## config.mk

```make
export PLATFORM = sky130hd
export DESIGN_NAME = keyed_entry_table_core
export DESIGN_NICKNAME = d
export VERILOG_FILES = /design/src/design/ket_pkg.sv /design/src/design/ket_store.sv /design/src/design/keyed_entry_table_core.sv
export SDC_FILE = /design/constraint.sdc
export NUM_CORES = 2
export LEC_CHECK = 0
export BUFFER_PORTS_ARGS = -buffer_cell sky130_fd_sc_hd__buf_2
export CAP_MARGIN = 20
export CORE_UTILIZATION = 45
export CTS_BUF_LIST = sky130_fd_sc_hd__clkbuf_4
export DETAILED_ROUTE_END_ITERATION = 12
export SYNTH_ARGS = -nofsm -noshare
export SYNTH_HDL_FRONTEND = slang
export SYNTH_SLANG_ARGS = --single-unit
```

## constraint.sdc

```tcl
create_clock -name clk -period 16.9 [get_ports clk]
set_clock_uncertainty 0.2 [all_clocks]
set_input_delay 1.69 -clock clk [delete_from_list [all_inputs] [get_ports clk]]
set_output_delay 1.69 -clock clk [all_outputs]
set_load 0.01 [all_outputs]
```

## src/design/ket_pkg.sv

```systemverilog
// Package for the keyed entry table: request and status codes, field widths
// and the stored entry type. No dependencies.
`timescale 1ns / 1ps
`default_nettype none

package ket_pkg;

  localparam int unsigned KEY_W  = 32;
  localparam int unsigned VAL_W  = 64;
  localparam int unsigned REQ_W  = 2;
  localparam int unsigned STAT_W = 2;

  localparam logic [REQ_W-1:0] REQ_LOOKUP = 2'd0;
  localparam logic [REQ_W-1:0] REQ_INSERT = 2'd1;
  localparam logic [REQ_W-1:0] REQ_DELETE = 2'd2;

  localparam logic [STAT_W-1:0] ST_OK        = 2'd0;
  localparam logic [STAT_W-1:0] ST_NOT_FOUND = 2'd1;
  localparam logic [STAT_W-1:0] ST_FULL      = 2'd2;

  typedef struct packed {
    logic [KEY_W-1:0] key;
    logic [VAL_W-1:0] value;
  } entry_t;

endpackage

`default_nettype wire

```

## src/design/ket_store.sv

```systemverilog
// Slot storage for the keyed entry table: one write port, one registered
// read port. Uses ket_pkg::entry_t.
`timescale 1ns / 1ps
`default_nettype none

module ket_store #(
  parameter int unsigned DEPTH = 16,
  parameter int unsigned IDX_W = 4
) (
  input  wire logic              clk,
  input  wire logic              wr_en,
  input  wire logic [IDX_W-1:0]  wr_addr,
  input  wire ket_pkg::entry_t   wr_data,
  input  wire logic              rd_en,
  input  wire logic [IDX_W-1:0]  rd_addr,
  output ket_pkg::entry_t        rd_data
);

  ket_pkg::entry_t mem [DEPTH];
  ket_pkg::entry_t rd_data_r;

  always_ff @(posedge clk) begin
    if (wr_en) begin
      mem[wr_addr] <= wr_data;
    end
  end

  always_ff @(posedge clk) begin
    if (rd_en) begin
      rd_data_r <= mem[rd_addr];
    end
  end

  assign rd_data = rd_data_r;

endmodule

`default_nettype wire

```

## src/design/keyed_entry_table_core.sv

```systemverilog
// Top level of the keyed entry table: request sequencer, shared key compare
// and result register. Depends on ket_pkg and ket_store.
`timescale 1ns / 1ps
`default_nettype none

// Keyed entry table. Holds up to CAPACITY key/value entries in age order,
// oldest at slot 0; a fill count marks the live prefix and is cleared at
// reset, so no clearing pass is needed. One request is handled at a time and
// in_stall is high until it is finished. All slot reads go through a
// single read port and a single 32-bit key comparator. An insert writes
// its entry and then responds; an insert into a full table, or a lookup
// or delete on an empty table, goes straight to the response step. A
// lookup or delete walks the table from the newest entry down, one entry
// per cycle, and examines at most the fill count of entries. A delete that
// hits below the newest entry then shifts the younger entries down, one
// per cycle, before it responds. The result waits in an output register
// until taken.
module keyed_entry_table_core #(
  parameter int unsigned CAPACITY = 16
) (
  input  wire logic                         clk,
  input  wire logic                         rst_n,
  input  wire logic                         in_valid,
  output logic                              in_stall,
  input  wire logic [ket_pkg::REQ_W-1:0]    in_req_type,
  input  wire logic [ket_pkg::KEY_W-1:0]    in_key,
  input  wire logic [ket_pkg::VAL_W-1:0]    in_value,
  output logic                              out_valid,
  input  wire logic                         out_stall,
  output logic [ket_pkg::STAT_W-1:0]        out_status,
  output logic [ket_pkg::VAL_W-1:0]         out_found_value
);

  localparam int unsigned IDX_W = (CAPACITY > 1) ? $clog2(CAPACITY) : 1;
  localparam int unsigned CNT_W = $clog2(CAPACITY + 1);

  localparam logic [2:0] S_IDLE  = 3'd0;
  localparam logic [2:0] S_INS   = 3'd1;
  localparam logic [2:0] S_SRCH  = 3'd2;
  localparam logic [2:0] S_SHIFT = 3'd3;
  localparam logic [2:0] S_RESP  = 3'd4;

  logic [2:0]                  state_r, state_nxt;
  logic [CNT_W-1:0]            count_r, count_nxt;
  logic [ket_pkg::REQ_W-1:0]   req_r;
  logic [ket_pkg::KEY_W-1:0]   key_r;
  logic [ket_pkg::VAL_W-1:0]   val_r;
  logic [IDX_W-1:0]            scan_r, scan_nxt;
  logic [IDX_W-1:0]            src_r, src_nxt;
  logic                        more_r, more_nxt;
  logic                        rd_vld_r;
  logic [IDX_W-1:0]            rd_idx_r;
  logic [ket_pkg::STAT_W-1:0]  res_status_r, res_status_nxt;
  logic [ket_pkg::VAL_W-1:0]   res_val_r, res_val_nxt;
  logic                        out_valid_r;
  logic [ket_pkg::STAT_W-1:0]  out_status_r;
  logic [ket_pkg::VAL_W-1:0]   out_val_r;

  logic                        accept;
  logic                        hit;
  logic                        rd_en;
  logic [IDX_W-1:0]            rd_addr;
  logic                        wr_en;
  logic [IDX_W-1:0]            wr_addr;
  ket_pkg::entry_t             wr_data;
  ket_pkg::entry_t             rd_data;
  logic                        full;
  logic [CNT_W-1:0]            hit_next;

  assign accept   = in_valid && (state_r == S_IDLE);
  assign in_stall = (state_r != S_IDLE);
  assign full     = (count_r == CNT_W'(CAPACITY));
  assign hit      = rd_vld_r && (rd_data.key == key_r);
  assign hit_next = CNT_W'(rd_idx_r) + CNT_W'(1);

  // Read port: scan downward while searching, upward while shifting.
  always_comb begin
    rd_en   = 1'b0;
    rd_addr = scan_r;
    if (state_r == S_SRCH) begin
      rd_en = more_r && !hit;
    end else if (state_r == S_SHIFT) begin
      rd_en   = more_r;
      rd_addr = src_r;
    end
  end

  // Write port: append on insert, move an entry down one slot while shifting.
  always_comb begin
    wr_en         = 1'b0;
    wr_addr       = count_r[IDX_W-1:0];
    wr_data.key   = key_r;
    wr_data.value = val_r;
    if (state_r == S_INS) begin
      wr_en = 1'b1;
    end else if (state_r == S_SHIFT && rd_vld_r) begin
      wr_en   = 1'b1;
      wr_addr = rd_idx_r - IDX_W'(1);
      wr_data = rd_data;
    end
  end

  ket_store #(
    .DEPTH (CAPACITY),
    .IDX_W (IDX_W)
  ) u_store (
    .clk     (clk),
    .wr_en   (wr_en),
    .wr_addr (wr_addr),
    .wr_data (wr_data),
    .rd_en   (rd_en),
    .rd_addr (rd_addr),
    .rd_data (rd_data)
  );

  always_comb begin
    state_nxt      = state_r;
    count_nxt      = count_r;
    scan_nxt       = scan_r;
    src_nxt        = src_r;
    more_nxt       = more_r;
    res_status_nxt = res_status_r;
    res_val_nxt    = res_val_r;
    unique case (state_r)
      S_IDLE: begin
        if (accept) begin
          res_val_nxt = '0;
          if (in_req_type == ket_pkg::REQ_INSERT) begin
            if (full) begin
              res_status_nxt = ket_pkg::ST_FULL;
              state_nxt      = S_RESP;
            end else begin
              state_nxt = S_INS;
            end
          end else if (count_r == '0) begin
            res_status_nxt = ket_pkg::ST_NOT_FOUND;
            state_nxt      = S_RESP;
          end else begin
            scan_nxt  = IDX_W'(count_r - CNT_W'(1));
            more_nxt  = 1'b1;
            state_nxt = S_SRCH;
          end
        end
      end
      S_INS: begin
        count_nxt      = count_r + CNT_W'(1);
        res_status_nxt = ket_pkg::ST_OK;
        state_nxt      = S_RESP;
      end
      S_SRCH: begin
        if (more_r && !hit) begin
          if (scan_r == '0) begin
            more_nxt = 1'b0;
          end else begin
            scan_nxt = scan_r - IDX_W'(1);
          end
        end
        if (hit) begin
          res_status_nxt = ket_pkg::ST_OK;
          res_val_nxt    = rd_data.value;
          if (req_r != ket_pkg::REQ_DELETE) begin
            state_nxt = S_RESP;
          end else if (hit_next == count_r) begin
            // Newest entry removed: nothing above it to move.
            count_nxt = count_r - CNT_W'(1);
            state_nxt = S_RESP;
          end else begin
            src_nxt   = IDX_W'(hit_next);
            more_nxt  = 1'b1;
            state_nxt = S_SHIFT;
          end
        end else if (rd_vld_r && !more_r) begin
          res_status_nxt = ket_pkg::ST_NOT_FOUND;
          res_val_nxt    = '0;
          state_nxt      = S_RESP;
        end
      end
      S_SHIFT: begin
        if (more_r) begin
          if (CNT_W'(src_r) == count_r - CNT_W'(1)) begin
            more_nxt = 1'b0;
          end else begin
            src_nxt = src_r + IDX_W'(1);
          end
        end else if (!rd_vld_r) begin
          count_nxt = count_r - CNT_W'(1);
          state_nxt = S_RESP;
        end
      end
      S_RESP: begin
        if (!out_valid_r || !out_stall) begin
          state_nxt = S_IDLE;
        end
      end
      default: begin
        state_nxt = S_IDLE;
      end
    endcase
  end

  always_ff @(posedge clk) begin
    if (!rst_n) begin
      state_r     <= S_IDLE;
      count_r     <= '0;
      more_r      <= 1'b0;
      rd_vld_r    <= 1'b0;
      out_valid_r <= 1'b0;
    end else begin
      state_r  <= state_nxt;
      count_r  <= count_nxt;
      more_r   <= more_nxt;
      rd_vld_r <= rd_en;
      if (state_r == S_RESP && (!out_valid_r || !out_stall)) begin
        out_valid_r <= 1'b1;
      end else if (!out_stall) begin
        out_valid_r <= 1'b0;
      end
    end
  end

  always_ff @(posedge clk) begin
    scan_r       <= scan_nxt;
    src_r        <= src_nxt;
    res_status_r <= res_status_nxt;
    res_val_r    <= res_val_nxt;
    if (rd_en) begin
      rd_idx_r <= rd_addr;
    end
    if (accept) begin
      req_r <= in_req_type;
      key_r <= in_key;
      val_r <= in_value;
    end
    if (state_r == S_RESP && (!out_valid_r || !out_stall)) begin
      out_status_r <= res_status_r;
      out_val_r    <= res_val_r;
    end
  end

  assign out_valid       = out_valid_r;
  assign out_status      = out_status_r;
  assign out_found_value = out_val_r;

  a_count_bound: assert property (@(posedge clk) disable iff (!rst_n)
    count_r <= CNT_W'(CAPACITY))
    else $error("fill count above capacity");

  a_count_step: assert property (@(posedge clk) disable iff (!rst_n)
    (count_r != $past(count_r)) |->
      (count_r == $past(count_r) + CNT_W'(1) || count_r + CNT_W'(1) == $past(count_r)))
    else $error("fill count moved by more than one");

  a_resp_source: assert property (@(posedge clk) disable iff (!rst_n)
    $rose(out_valid_r) |-> ($past(state_r) == S_RESP))
    else $error("result presented outside the response step");

  a_miss_zero: assert property (@(posedge clk) disable iff (!rst_n)
    (out_valid_r && out_status_r != ket_pkg::ST_OK) |-> (out_val_r == '0))
    else $error("nonzero value with a failing status");

  a_full_only_when_full: assert property (@(posedge clk) disable iff (!rst_n)
    (state_r == S_RESP && res_status_r == ket_pkg::ST_FULL) |-> full)
    else $error("full status with free slots");

  a_shift_write: assert property (@(posedge clk) disable iff (!rst_n)
    (wr_en && state_r != S_INS) |-> (state_r == S_SHIFT && rd_idx_r != '0))
    else $error("stray slot write");

endmodule

`default_nettype wire

```

Word-level counts from Yosys, hierarchy flattened
Memory sizes are Yosys's and may differ from the RTL's. A register that Yosys moved wholly into a read port is not among the register bits.
Index checks and enable logic that the tools add are counted.
{ "op_classes": {"add_sub_neg": 6, "n_eq_ne": 28, "mux": 66, "reduce_logical": 27} }
{ "op_table": {"columns": ["cell", "count"], "rows": [
  ["64-bit two-way mux", 3],
  ["96-bit two-way mux", 2],
  ["64-bit case mux with 2 select lines", 1],
  ["4-bit two-way mux", 14],
  ["3-bit two-way mux", 11],
  ["32-bit == test", 1],
  ["5-bit two-way mux", 5],
  ["2-bit != test (second input constant)", 12],
  ["1-bit two-way mux", 18],
  ["6-bit AND reduction", 3],
  ["4-bit case mux with 2 select lines", 2],
  ["3-bit case mux with 5 select lines", 1],
  ["5-bit case mux with 3 select lines", 1],
  ["2-bit two-way mux", 6],
  ["3-bit nonzero test", 4],
  ["5-bit AND reduction", 2],
  ["2-bit by 1-bit != test with 1-bit output (second input constant)", 4],
  ["4-bit by 1-bit subtractor with 4-bit output (second input constant)", 2],
  ["3-bit by 2-bit == test with 1-bit output (second input constant)", 2],
  ["1-bit logical AND", 6],
  ["2-bit case mux with 3 select lines", 1],
  ["4-bit by 1-bit adder with 5-bit output (second input constant)", 1],
  ["5-bit by 1-bit adder with 5-bit output (second input constant)", 1],
  ["4-bit by 5-bit == test with 1-bit output", 1],
  ["19 further kinds", 23]
]} }
{ "word_totals": {"reg_bits": 253, "ramBits": 1536, "out_inout_bits": 68, "wordCells": 143, "n_memories": 1} }
{ "mem_list": {"columns": ["memory", "words", "word_bits", "read_ports", "rd_ports_with_merged_regs", "wr", "line", "rtl"], "rows": [
  ["u_store.mem", 16, 96, 1, 1, 1, "ket_store.sv:19", "ket_pkg::entry_t mem [DEPTH];"]
]} }

Depth between registers and ports, before layout
{ "logic_depth": {"depth_word": 9, "depth_mapped": 12, "ltp_nobuf": 8} }

Hierarchy
Synthesis repeated with hierarchy kept, for this count alone.
{ "unflattened": {"cells_unflattened": 3146, "hier_area_um2": 71104.4} }
{ "by_module_without_submodules": {"columns": ["mod", "n_inst", "cells_per_inst", "area_per_inst_um2", "seq_area_each_um2"], "rows": [
  ["ket_store", 1, 2460, 60316.6, 49007.0],
  ["keyed_entry_table_core", 1, 686, 10787.8, 7487.2]
]} }

Worst setup path before layout
No wires, ideal clock.
{ "synth_timing": {"kind": "input to register", "startpoint": "input port in_valid", "endpoint": "register res_val_r[0] (netlist name), enable pin", "arrival_ns": 6.510, "t_required_ns": 16.213, "path_slack_ns": 9.703, "path_stages": 4, "path_buffers": 0, "path_cell_list": "nand2_1 > inv_1 > nor2_1 > nor2_1"} }
{ "synth_via": {"elab_chain_cells": 3} }
{ "synth_lines": {"columns": ["element", "line", "rtl"], "rows": [
  ["start: declaration", "keyed_entry_table_core.sv:23", "input wire logic in_valid,"],
  ["1-bit logical AND", "keyed_entry_table_core.sv:70", "assign accept = in_valid && (state_r == S_IDLE);"],
  ["net accept", "keyed_entry_table_core.sv:59", "logic accept;"],
  ["2-bit != test (no source line)", null, null],
  ["3-bit AND reduction (no source line)", null, null],
  ["end signal: assignment", "keyed_entry_table_core.sv:225", "res_val_r <= res_val_nxt;"],
  ["end: declaration", "keyed_entry_table_core.sv:54", "logic [ket_pkg::VAL_W-1:0] res_val_r, res_val_nxt;"]
]} }
The timed path passes the listed nets, and every way through them passes these cells.
A chain may end at the register's enable or synchronous reset.

Final worst setup path
{ "layout_timing": {"startpoint": "register state_r[0]", "endpoint": "register, netlist name u_store.rd_data[91]"} }
{ "layout_via": {"elab_chain_cells": 3} }
{ "layout_lines": {"columns": ["element", "line", "rtl"], "rows": [
  ["start: declaration", "keyed_entry_table_core.sv:43", "logic [2:0] state_r, state_nxt;"],
  ["start signal: assignment", "keyed_entry_table_core.sv:209", "state_r <= state_nxt;"],
  ["3-bit by 2-bit == test with 1-bit output", "keyed_entry_table_core.sv:82", "end else if (state_r == S_SHIFT) begin"],
  ["4-bit two-way mux / 1-bit two-way mux (equally long branches)", "keyed_entry_table_core.sv:82", null],
  ["4-bit two-way mux / 1-bit two-way mux (equally long branches)", "keyed_entry_table_core.sv:80", "if (state_r == S_SRCH) begin"]
]} }
Parallel ways exist; a longest one is shown, timed or not.

==> results.py <==
metrics = {
    "logic_synthesis": {
        "synth_top_cell_area_share_pct": 75.81,
        "yosysSeqAreaShare_pct": 76.10,
        "synth_cell_types": 63,
        "syn_nets": 5481,
        "synth_seq_cells": 1885,
        "syn-cell-area_mm2": 0.07423,
        "synth-edff-count": 1874,
        "ys.flop_type": "edfxtp_1",
        "yosysWarnings": 0,
        "yosysTopAreaCell": "edfxtp_1",
        "postSynthAreaPerCell_um2": 13.82,
        "synthArstFlopShare_pct": 0,
        "synth_area_leaders": "edfxtp_1 (76%), nand2_1 (7.0%), nand3_1 (5.2%)",
        "syn_inst": 5372,
    },
    "setup_path": {
        "reg2reg_to": "u_store.rd_data[91]$_DFFE_PP_",
        "cp_max_fo": 151,
        "end_kind": "register",
        "worstRegToRegCells": 10,
        "reg2reg_from": "state_r[0]$_SDFFE_PN0P_",
        "worstPathRequired_ns": 17.84,
        "arrival_ns": 6.73,
        "crit_type": "reg2reg",
        "cp-start-kind": "register",
        "reg2reg_setup_slack_ns": 11.11,
    },
    "clocking": {
        "path_clk_slew_ns": 0.08,
        "cts.repair.resized": 0,
        "clock_latency_ns": 1.35,
        "clock-sinks": 1885,
        "clockBufferDepth": 4,
        "cts_buffers": 484,
        "postCtsSetupBuffers": 0,
        "cts_max_level": 5,
        "cts_tree": "done",
        "cts_root_buf": "clkbuf_4",
        "hold_buffers": 0,
    },
    "power_and_ir_drop": {
        "total_power_mw": 9.895,
        "power_density_mw_per_mm2": 119.3,
        "vdd_drop_max_v": 0.00008371,
        "p_leak_nw": 28.53,
    },
    "die": {
        "row_count": 148,
        "die_y_um": 408.2,
        "die_x_um": 408.2,
        "dieArea_mm2": 0.1666,
        "num_io_pins": 170,
        "initial_core_util_pct": 45.45,
        "coreArea_mm2": 0.1633,
    },
    "final_layout": {
        "area_growth_pct": 11.76,
        "final_area_mm2": 0.08297,
        "fill_cells": 13980,
        "drive_above_1_share_pct": 18.12,
        "nets": 5846,
    },
    "global_routing": {
        "grt_pass1_vias": 45761,
        "grtUsageTotal_pct": 22.86,
        "grt_max_degree": 209,
        "antenna_found_initial": 8,
        "grt_pass1_wl_um": 287000,
        "grt_overflow": 0,
    },
    "worst_hold_path": {
        "hold-path-cell-count": 0,
        "hold_start": "res_val_r[32]$_SDFFCE_PN0P_",
        "min_to": "out_found_value[32]$_DFFE_PP_",
        "hold_class": "reg2reg",
    },
    "detailed_routing": {
        "wl_per_cell_um": 23.37,
        "route.detailed.drc": 0,
        "vias_per_cell": 5.620,
        "antenna_left": 0,
        "first_iter_violations": 4838,
        "first_pass_iters": 6,
        "vias": 46354,
        "wl_um": 192800,
    },
    "timing": {
        "slew_violations": 0,
        "tightest_slew_ns": 1.136,
        "grt_setup_unrepaired": "false",
        "period_needed_ns": 5.791,
        "max_clock_freq_mhz": 172.7,
        "finalSetupViolCount": 0,
        "hold_viol_final": 0,
        "finalSetupTns_ns": 0,
        "max_slew_margin_pct": 24.24,
        "post-route-period-util_pct": 34.27,
    },
    "outcome": {
        "status": "finished clean",
    },
    "place": {
        "port_buffers": 169,
        "hpwl_um": 89490,
        "dpl_cell_area_mm2": 0.07717,
        "gp_congestion": 0.8106,
    },
    "run": {
        "cap_violations": 0,
    },
}
[cell usage in the layout, fill, tap and decap left out, drive strengths merged, types with 3 or more instances in the layout]
master | netlist | final
inv | 117 | 120
and3 | 3 | 3
mux2i | 9 | 9
nor2 | 37 | 37
a21oi | 16 | 16
a211oi | 195 | 195
diode | 0 | 7
clkbuf | 209 | 686
o21a | 4 | 4
nand3 | 774 | 774
a31oi | 98 | 98
a22oi | 3 | 3
nand4 | 9 | 9
ha | 7 | 7
nor2b | 4 | 4
nand2 | 1377 | 1377
mux2 | 95 | 95
edfxtp | 1874 | 1874
nand2b | 8 | 8
nor3 | 5 | 5
xnor2 | 24 | 24
a311oi | 193 | 193
o21ai | 10 | 10
dfxtp | 11 | 11
and2 | 70 | 70
buf | 161 | 249
nor4 | 4 | 4
clkinv | 0 | 120
xor2 | 21 | 21
bufinv | 0 | 4
[logic make-up after synthesis]
group | synth area share (%)
buffers and inverters | 2.673
adders and majority gates | 0.1180
DFF | 76.10
and+or+nand+nor | 13.38
muxes | 1.579
xor gates and xnor gates | 0.5613
AOI/OAI and AO/OA | 5.589
[layer usage]
metal | vias up | wire (um) | part of all wire, % | GRT usage (%)
met5 | - | 42 | 0.022 | 0
met4 | 6 | 5994 | 3.1 | 9.612
met3 | 380 | 15520 | 8.0 | 4.731
met2 | 1937 | 89180 | 46 | 35.39
met1 | 23014 | 82050 | 43 | 31.43
li1 | 21017 | - | - | -
[synthesized netlist by cell type, types with 36 or more instances]
master,count
a31oi_1,98
mux2_2,95
buf_1,43
a311oi_1,193
a211oi_1,195
nand3_1,774
edfxtp_1,1874
inv_1,113
clkbuf_1,209
buf_2,116
and2_1,70
nand2_1,1377
nor2_1,36
[registers in the layout (all words and copies together) (netlist names)]
signal           flops
val_r               64
u_store.mem       1536
key_r               32
out_found_value     64
res_status_r         2
rd_vld_r             1
out_valid            1
scan_r               4
u_store.rd_data     96
src_r                4
res_val_r           64
rd_idx_r             4
state_r              3
more_r               1
req_r                2
count_r              5
out_status           2
[power breakdown]
| part | switching [mW] | leakage, nW | internal [mW] |
|---|---|---|---|
| sequential | 0.0486 | 17.1 | 5.35 |
| clock | 1.79 | 3.47 | 1.91 |
| combinational | 0.591 | 7.99 | 0.207 |
[worst max-delay path: stages (launching register included)]
cell and delay [ns]:
dfxtp_1 0.71, and4b_4 0.86, a21oi_4 0.02, buf_4 0.39, inv_8 0.80, buf_4 0.97, buf_4 0.85, nand2_1 0.13
a311oi_1 0.31, a311oi_1 0.10, a31oi_1 0.19
[final cells by class]
class | count | area [um2] | share of cell area [%]
repair buffers | 249 | 1554 | 1.873
inverters | 117 | 461.7 | 0.5565
flip-flops and latches | 1885 | 56490 | 68.09
well taps | 2175 | 2721 | 3.280
multi-input cells | 3000 | 15940 | 19.22
diodes | 7 | 17.52 | 0.02111
clock inverters | 129 | 624.3 | 0.7525
clock buffers | 686 | 5150 | 6.207
[per-stage QoR]
stage	worst slack (ns)	instances	hold slack [ns]	utilization, %
after floorplan	9.703	5372	0.2003	-
after global placement	11.28	7425	0.2035	47.23
after detailed placement	11.12	7426	0.2045	47.25
after CTS	11.10	8241	0.1397	50.79
after global routing	10.75	8247	0.1742	50.80
final	11.11	8248	0.1821	50.80
[worst max path at each step]
stage	startpoint	end	slack (ns)
6_report	state_r[0]$_SDFFE_PN0P_	u_store.rd_data[91]$_DFFE_PP_	11.11
5_1_grt	state_r[0]$_SDFFE_PN0P_	u_store.rd_data[91]$_DFFE_PP_	10.75
4_1_cts	state_r[0]$_SDFFE_PN0P_	u_store.rd_data[32]$_DFFE_PP_	11.10
3_5_place_dp	state_r[0]$_SDFFE_PN0P_	u_store.rd_data[91]$_DFFE_PP_	11.12
3_3_place_gp	state_r[0]$_SDFFE_PN0P_	u_store.rd_data[10]$_DFFE_PP_	11.28
2_1_floorplan	in_valid	res_val_r[0]$_SDFFCE_PN0P_	9.70
Power figures use the tool's default switching activity.
